===== config.mk =====
export PLATFORM = sky130hd
export DESIGN_NAME = ranked_table_insert_core
export DESIGN_NICKNAME = d
export VERILOG_FILES = /design/src/rti_pkg.sv /design/src/ranked_table_insert_core.sv /design/src/rti_ctrl.sv /design/src/rti_dpath.sv
export SDC_FILE = /design/constraint.sdc
export NUM_CORES = 1
export LEC_CHECK = 0
export BUFFER_PORTS_ARGS = -buffer_cell sky130_fd_sc_hd__clkbuf_2
export CAP_MARGIN = 10
export CORE_MARGIN = 2
export CORE_UTILIZATION = 43
export CTS_CLUSTER_SIZE = 40
export DETAILED_ROUTE_END_ITERATION = 8
export GPL_ROUTABILITY_DRIVEN = 0
export PLACE_DENSITY = 0.56
export REMOVE_ABC_BUFFERS = 1
export SLEW_MARGIN = 30
export SYNTH_ARGS = -nofsm -noshare
export SYNTH_HDL_FRONTEND = slang
export SYNTH_HIERARCHICAL = 1
export SYNTH_SLANG_ARGS = --single-unit

===== constraint.sdc =====
create_clock -name aclk -period 6.5 [get_ports aclk]
set_input_delay 0.975 -clock aclk [delete_from_list [all_inputs] [get_ports aclk]]
set_output_delay 0.975 -clock aclk [all_outputs]
set_load 0.05 [all_outputs]

===== src/rti_pkg.sv =====
`timescale 1ns / 1ps

package rti_pkg;

    localparam int unsigned SCORE_W       = 31;
    localparam int unsigned LEVEL_W       = 8;
    localparam int unsigned EPISODE_W     = 3;
    localparam int unsigned RANK_W        = 3;
    localparam int unsigned DEPTH_DEFAULT = 8;

    localparam int unsigned S_FIELDS_W = SCORE_W + LEVEL_W + EPISODE_W;
    localparam int unsigned S_TDATA_W  = ((S_FIELDS_W + 7) / 8) * 8;
    localparam int unsigned M_FIELDS_W = 1 + RANK_W;
    localparam int unsigned M_TDATA_W  = ((M_FIELDS_W + 7) / 8) * 8;

    // controller to datapath commands
    typedef struct packed {
        logic load;    // capture the offered entry
        logic find;    // register the insertion point
        logic commit;  // update the table and the result register
    } cmd_t;

endpackage


===== src/ranked_table_insert_core.sv =====
`timescale 1ns / 1ps

// channel | direction | ports                    | contents
// s_      | in        | s_tvalid s_tready s_tdata | offered entry
// m_      | out       | m_tvalid m_tready m_tdata | placement result
//
// An entry is captured at its accepting edge, compared across all slot comparators
// in the find state, and written into the table together with its result in the
// write state, which waits while the result register is full; the state machine
// admits one entry at a time and takes no new transfer until the last is written.
// aresetn (synchronous) clears every slot to zero and empties the result register.
// A stalled m_ side holds the update step until the pending result is taken.

module ranked_table_insert_core #(
    parameter int unsigned TABLE_DEPTH = rti_pkg::DEPTH_DEFAULT
) (
    input  logic                            aclk,
    input  logic                            aresetn,
    input  logic                            s_tvalid,
    output logic                            s_tready,
    // new_score[30:0], new_level[38:31], new_episode[41:39], zero pad
    input  logic [rti_pkg::S_TDATA_W-1:0]   s_tdata,
    output logic                            m_tvalid,
    input  logic                            m_tready,
    // placed[0], rank[3:1], zero pad
    output logic [rti_pkg::M_TDATA_W-1:0]   m_tdata
);

    localparam int unsigned LEVEL_LO   = rti_pkg::SCORE_W;
    localparam int unsigned EPISODE_LO = rti_pkg::SCORE_W + rti_pkg::LEVEL_W;

    rti_pkg::cmd_t              cmd;
    logic                       out_placed;
    logic [rti_pkg::RANK_W-1:0] out_rank;

    rti_ctrl u_ctrl (
        .aclk     (aclk),
        .aresetn  (aresetn),
        .s_tvalid (s_tvalid),
        .s_tready (s_tready),
        .m_tvalid (m_tvalid),
        .m_tready (m_tready),
        .cmd      (cmd)
    );

    rti_dpath #(
        .TABLE_DEPTH (TABLE_DEPTH)
    ) u_dpath (
        .aclk       (aclk),
        .aresetn    (aresetn),
        .cmd        (cmd),
        .in_score   (s_tdata[rti_pkg::SCORE_W-1:0]),
        .in_level   (s_tdata[EPISODE_LO-1:LEVEL_LO]),
        .in_episode (s_tdata[rti_pkg::S_FIELDS_W-1:EPISODE_LO]),
        .out_placed (out_placed),
        .out_rank   (out_rank)
    );

    assign m_tdata = {{(rti_pkg::M_TDATA_W - rti_pkg::M_FIELDS_W){1'b0}}, out_rank, out_placed};

endmodule


===== src/rti_ctrl.sv =====
`timescale 1ns / 1ps

module rti_ctrl (
    input  logic          aclk,
    input  logic          aresetn,
    input  logic          s_tvalid,
    output logic          s_tready,
    output logic          m_tvalid,
    input  logic          m_tready,
    output rti_pkg::cmd_t cmd
);

    typedef enum logic [2:0] {
        ST_IDLE  = 3'b001,
        ST_FIND  = 3'b010,
        ST_WRITE = 3'b100
    } state_t;

    state_t state_reg;
    state_t state_next;
    logic   m_tvalid_reg;
    logic   m_tvalid_next;
    logic   out_free;

    assign out_free = !m_tvalid_reg || m_tready;
    assign s_tready = (state_reg == ST_IDLE);
    assign m_tvalid = m_tvalid_reg;

    always_comb begin
        state_next    = state_reg;
        m_tvalid_next = m_tvalid_reg;
        cmd           = '0;
        if (m_tvalid_reg && m_tready) begin
            m_tvalid_next = 1'b0;
        end
        unique case (state_reg)
            ST_IDLE: begin
                if (s_tvalid) begin
                    cmd.load   = 1'b1;
                    state_next = ST_FIND;
                end
            end
            ST_FIND: begin
                cmd.find   = 1'b1;
                state_next = ST_WRITE;
            end
            ST_WRITE: begin
                // hold until the result register can take the new result
                if (out_free) begin
                    cmd.commit    = 1'b1;
                    m_tvalid_next = 1'b1;
                    state_next    = ST_IDLE;
                end
            end
            default: begin
                state_next = ST_IDLE;
            end
        endcase
    end

    always_ff @(posedge aclk) begin
        if (!aresetn) begin
            state_reg    <= ST_IDLE;
            m_tvalid_reg <= 1'b0;
        end else begin
            state_reg    <= state_next;
            m_tvalid_reg <= m_tvalid_next;
        end
    end

    a_commit_sets_valid: assert property (@(posedge aclk) disable iff (!aresetn)
        cmd.commit |=> m_tvalid_reg)
        else $error("result not presented after commit");

    a_no_overwrite: assert property (@(posedge aclk) disable iff (!aresetn)
        cmd.commit |-> (!m_tvalid_reg || m_tready))
        else $error("commit over a pending result");

    a_accept_to_find: assert property (@(posedge aclk) disable iff (!aresetn)
        (s_tvalid && s_tready) |=> (state_reg == ST_FIND))
        else $error("accepted transfer did not start a search");

endmodule


===== src/rti_dpath.sv =====
`timescale 1ns / 1ps

module rti_dpath #(
    parameter int unsigned TABLE_DEPTH = rti_pkg::DEPTH_DEFAULT
) (
    input  logic                          aclk,
    input  logic                          aresetn,
    input  rti_pkg::cmd_t                 cmd,
    input  logic [rti_pkg::SCORE_W-1:0]   in_score,
    input  logic [rti_pkg::LEVEL_W-1:0]   in_level,
    input  logic [rti_pkg::EPISODE_W-1:0] in_episode,
    output logic                          out_placed,
    output logic [rti_pkg::RANK_W-1:0]    out_rank
);

    localparam int unsigned IDX_W = (TABLE_DEPTH > 1) ? $clog2(TABLE_DEPTH) : 1;

    logic [rti_pkg::SCORE_W-1:0]   score_reg   [TABLE_DEPTH];
    logic [rti_pkg::LEVEL_W-1:0]   level_reg   [TABLE_DEPTH];
    logic [rti_pkg::EPISODE_W-1:0] episode_reg [TABLE_DEPTH];

    logic [rti_pkg::SCORE_W-1:0]   new_score_reg;
    logic [rti_pkg::LEVEL_W-1:0]   new_level_reg;
    logic [rti_pkg::EPISODE_W-1:0] new_episode_reg;

    logic [TABLE_DEPTH-1:0] beats;
    logic [IDX_W-1:0]       pos_next;
    logic                   hit_next;
    logic [IDX_W-1:0]       pos_reg;
    logic                   hit_reg;
    logic                   placed_reg;
    logic [rti_pkg::RANK_W-1:0] rank_reg;
    logic [rti_pkg::RANK_W+IDX_W-1:0] rank_wide;

    // one comparator per slot
    always_comb begin
        for (int k = 0; k < TABLE_DEPTH; k++) begin
            beats[k] = (new_score_reg > score_reg[k]) ||
                       ((new_score_reg == score_reg[k]) && (new_level_reg > level_reg[k]));
        end
    end

    // first qualifying slot wins
    always_comb begin
        pos_next = '0;
        hit_next = |beats;
        for (int k = TABLE_DEPTH - 1; k >= 0; k--) begin
            if (beats[k]) begin
                pos_next = IDX_W'(k);
            end
        end
    end

    assign rank_wide = {{rti_pkg::RANK_W{1'b0}}, pos_reg};

    always_ff @(posedge aclk) begin
        if (cmd.load) begin
            new_score_reg   <= in_score;
            new_level_reg   <= in_level;
            new_episode_reg <= in_episode;
        end
        if (cmd.find) begin
            pos_reg <= pos_next;
            hit_reg <= hit_next;
        end
        if (cmd.commit) begin
            placed_reg <= hit_reg;
            rank_reg   <= hit_reg ? rank_wide[rti_pkg::RANK_W-1:0] : '0;
        end
    end

    // shift the slots below the insertion point down, drop the last one
    always_ff @(posedge aclk) begin
        if (!aresetn) begin
            for (int k = 0; k < TABLE_DEPTH; k++) begin
                score_reg[k]   <= '0;
                level_reg[k]   <= '0;
                episode_reg[k] <= '0;
            end
        end else if (cmd.commit && hit_reg) begin
            for (int k = 0; k < TABLE_DEPTH; k++) begin
                if (IDX_W'(k) == pos_reg) begin
                    score_reg[k]   <= new_score_reg;
                    level_reg[k]   <= new_level_reg;
                    episode_reg[k] <= new_episode_reg;
                end else if (k > 0 && IDX_W'(k) > pos_reg) begin
                    score_reg[k]   <= score_reg[k-1];
                    level_reg[k]   <= level_reg[k-1];
                    episode_reg[k] <= episode_reg[k-1];
                end
            end
        end
    end

    assign out_placed = placed_reg;
    assign out_rank   = rank_reg;

    a_table_ordered: assert property (@(posedge aclk) disable iff (!aresetn)
        score_reg[0] >= score_reg[1])
        else $error("table head out of order");

    a_entry_written: assert property (@(posedge aclk) disable iff (!aresetn)
        (cmd.commit && hit_reg) |=> (score_reg[$past(pos_reg)] == $past(new_score_reg)))
        else $error("offered entry not written at its rank");

    a_miss_keeps_last: assert property (@(posedge aclk) disable iff (!aresetn)
        (cmd.commit && !hit_reg) |=> $stable(score_reg[TABLE_DEPTH-1]))
        else $error("table changed on an entry that was not placed");

endmodule

==> metrics.csv <==
stage;metric;value;unit
placed_design;hpwlAfterDp;37200;µm
clocking;ctsHoldBuffers;0;
outcome;status;finished clean;
clocking;cts_sinks;363;
synthesis;yosysWarnings;6;
global_route;grt_pass1_wl;80400;µm
layout;area_growth;10.8;%
layout;num_antenna_cells;0;
layout;final_cells;3061;
clocking;clockBufferDepth;3;
critical_path;path_class;reg2reg;
synthesis;synth-main-ff-cell;edfxtp_1;
layout;drive_above_1_share;7.71;%
critical_path;crit_path_end_kind;flop;
critical_path;r2r-start;u_dpath/new_score_reg[0]$_DFFE_PP_;
synthesis;netlist.area_leader.share;46.9;%
floorplan;num_io_pins;62;
floorplan;die_area;55300;µm²
placed_design;dp_cells;2988;
critical_path;crit_fanout;10;
clocking;clock_latency;0.56;ns
sta;setup_tns;0;ns
sta;fmax;266;MHz
global_route;antenna_found_initial;0;
clocking;path_clk_slew;0.06;ns
routing;ant_nets;0;
synthesis;yosysMostFrequentCell;edfxtp_1;
floorplan;initial_utilization;43.6;%
global_route;first_global_vias;16400;
floorplan;row_count;84;
routing;drt_first_pass_iters;5;
critical_path;startpoint;u_dpath/new_score_reg[0]$_DFFE_PP_;
clocking;postCtsSetupBuffers;0;
synthesis;async_flop_share;0;%
routing;num_vias;16000;
sta;setup_viol;0;
worst_hold_path;hold_class;reg2reg;
synthesis;synthTopCellsByArea;edfxtp_1 47%, ha_1 17%, nand2_1 5.4%, inv_1 5.1%, a21oi_1 4.3%;
sta;period_share;57.9;%
synthesis;seq_area_frac_synth;47.3;%
layout;nets;2707;
critical_path;endpoint;u_dpath/hit_reg$_DFFE_PP_;
synthesis;netlist_area;23000;µm²
synthesis;postSynthCellCount;2314;
synthesis;ys_types;63;
sta;hold_viol;0;
sta;rsz0062_at_grt;false;
sta;clock_skew;0.0154;ns
routing;wl;48200;µm
critical_path;worst_ep_arrival_time;4.04;ns
pwr;powerDensity;226;nW/µm²
clocking;cts-resized-gates;0;
sta;slew_violations;0;
clocking;htree_levels;2;
routing;vias_per_cell;5.22;
synthesis;yosys.area.top_type;edfxtp_1;
layout;largest_reg_flops;248;
critical_path;rrSetupSlack;2.74;ns
clocking;cts_tree;built;
synthesis;synth_commonest_cells;359 x edfxtp_1, 332 x nand2_1, 313 x inv_1;
floorplan;core_region_area;52700;µm²
synthesis;synth_seq_cells;363;
global_route;grt_usage;17.6;%
synthesis;synth_edf_count;359;
worst_hold_path;worstHoldStart;u_dpath/new_score_reg[18]$_DFFE_PP_;
routing;drt_iter0_markers;703;
clocking;cts-root-buf;clkbuf_16;
critical_path;crit_required;6.78;ns
routing;drc_errors;0;
global_route;grt_max_degree;80;
placed_design;port_buffers;48;
pwr;ir_drop;226;µV
sta;relSlewSlack;40.8;%
global_route;gr-total-overflow;0;
critical_path;start_kind;flop;
floorplan;fp.dieH;235;µm
routing;avgRoutedWirePerCell;15.8;µm
critical_path;reg2reg_to;u_dpath/hit_reg$_DFFE_PP_;
floorplan;die_w;235;µm
pwr;power_leakage;10.9;nW
synthesis;syn_area_per_cell;9.92;µm²
clocking;numCtsBuffers;41;
sta;worst_pin_slew;0.884;ns
layout;fill_cells;4706;
critical_path;r2r_cells;11;
flow_run;maxCapViolCount;0;
sta;finalCriticalPeriod;3.76;ns
layout by cell type, fill, tap and decap left out, drive strengths merged, types with 54 or more instances in the layout:
cell and count:
nor2 98, o21ai 126, a21o 54, nand2 332, ha 312, inv 314, edfxtp 359, a21oi 196
clkbuf 96, buf 57
how the worst min path moves through the flow:
stage / endpoint / cells past startpoint
5_1_grt: u_dpath/new_score_reg[1]$_DFFE_PP_ / 1
4_1_cts: u_dpath/new_level_reg[1]$_DFFE_PP_ / 1
2_1_floorplan: u_dpath/out_placed$_DFFE_PP_ / 0
3_3_place_gp: u_ctrl/state_reg[2]$_SDFFE_PN0P_ / 2
6_report: u_dpath/score_reg[0][18]$_SDFFCE_PN0P_ / 1
3_5_place_dp: u_dpath/score_reg[0][18]$_SDFFCE_PN0P_ / 1
final cells by class:
| type | count | area (µm²) | area share [%] |
|---|---|---|---|
| Clock buffer | 48 | 1090 | 4.30 |
| Clock inverter | 25 | 236 | 0.929 |
| Inverter | 314 | 1180 | 4.63 |
| Multi-Input combinational cell | 1518 | 10500 | 41.3 |
| Sequential cell | 363 | 10900 | 42.7 |
| Tap cell | 688 | 861 | 3.38 |
| Timing Repair Buffer | 105 | 708 | 2.78 |
kinds of logic after synthesis:
kind of cell | Yosys count | synth area share [%]
flops | 363 | 47.3
simple gates | 640 | 12.8
buf+inv | 436 | 7.23
compound gates | 523 | 14.0
other cells | 1 | 0.0163
mux | 39 | 1.70
fa+ha+maj | 312 | 17.0
critical path: stages (launching register included):
cell and delay [ns]:
edfxtp_1 0.56, inv_1 0.18, buf_4 0.23, ha_1 0.18, nor2_1 0.04, a2111oi_0 0.50
a2111oi_0 0.24, o31a_1 0.32, a211oi_1 0.57, o22ai_1 0.31, nor3b_2 0.23, nand2_1 0.10
where the power goes:
part,internal (mW),total (mW),switching (mW)
clock network,1.39,2.29,0.896
logic,0.285,0.721,0.436
registers,2.68,2.74,0.0554
stage by stage:
step	utilization [%]	cell area [µm²]	hold slack (ns)	power, mW	setup WS, ns
6_report	48.3	25400	0.553	5.75	2.74
5_1_grt	48.3	25400	0.553	6.04	2.38
4_1_cts	48.3	25400	0.545	5.83	2.72
3_5_place_dp	45.8	24100	0.540	3.51	2.33
3_3_place_gp	45.7	24100	0.527	3.47	2.28
2_1_floorplan	-	22500	0.514	3.27	0.462
metal layers:
metal | share of wire [%] | global-route usage [%] | wire length [µm] | vias up
li1 | - | - | - | 8238
met1 | 45 | 21.7 | 21600 | 7403
met2 | 48 | 31.1 | 23400 | 236
met3 | 3.1 | 2.46 | 1520 | 94
met4 | 3.6 | 6.98 | 1750 | 0
met5 | 0 | 0 | 0 | -
Note: power is estimated with default switching activity, not from simulation.
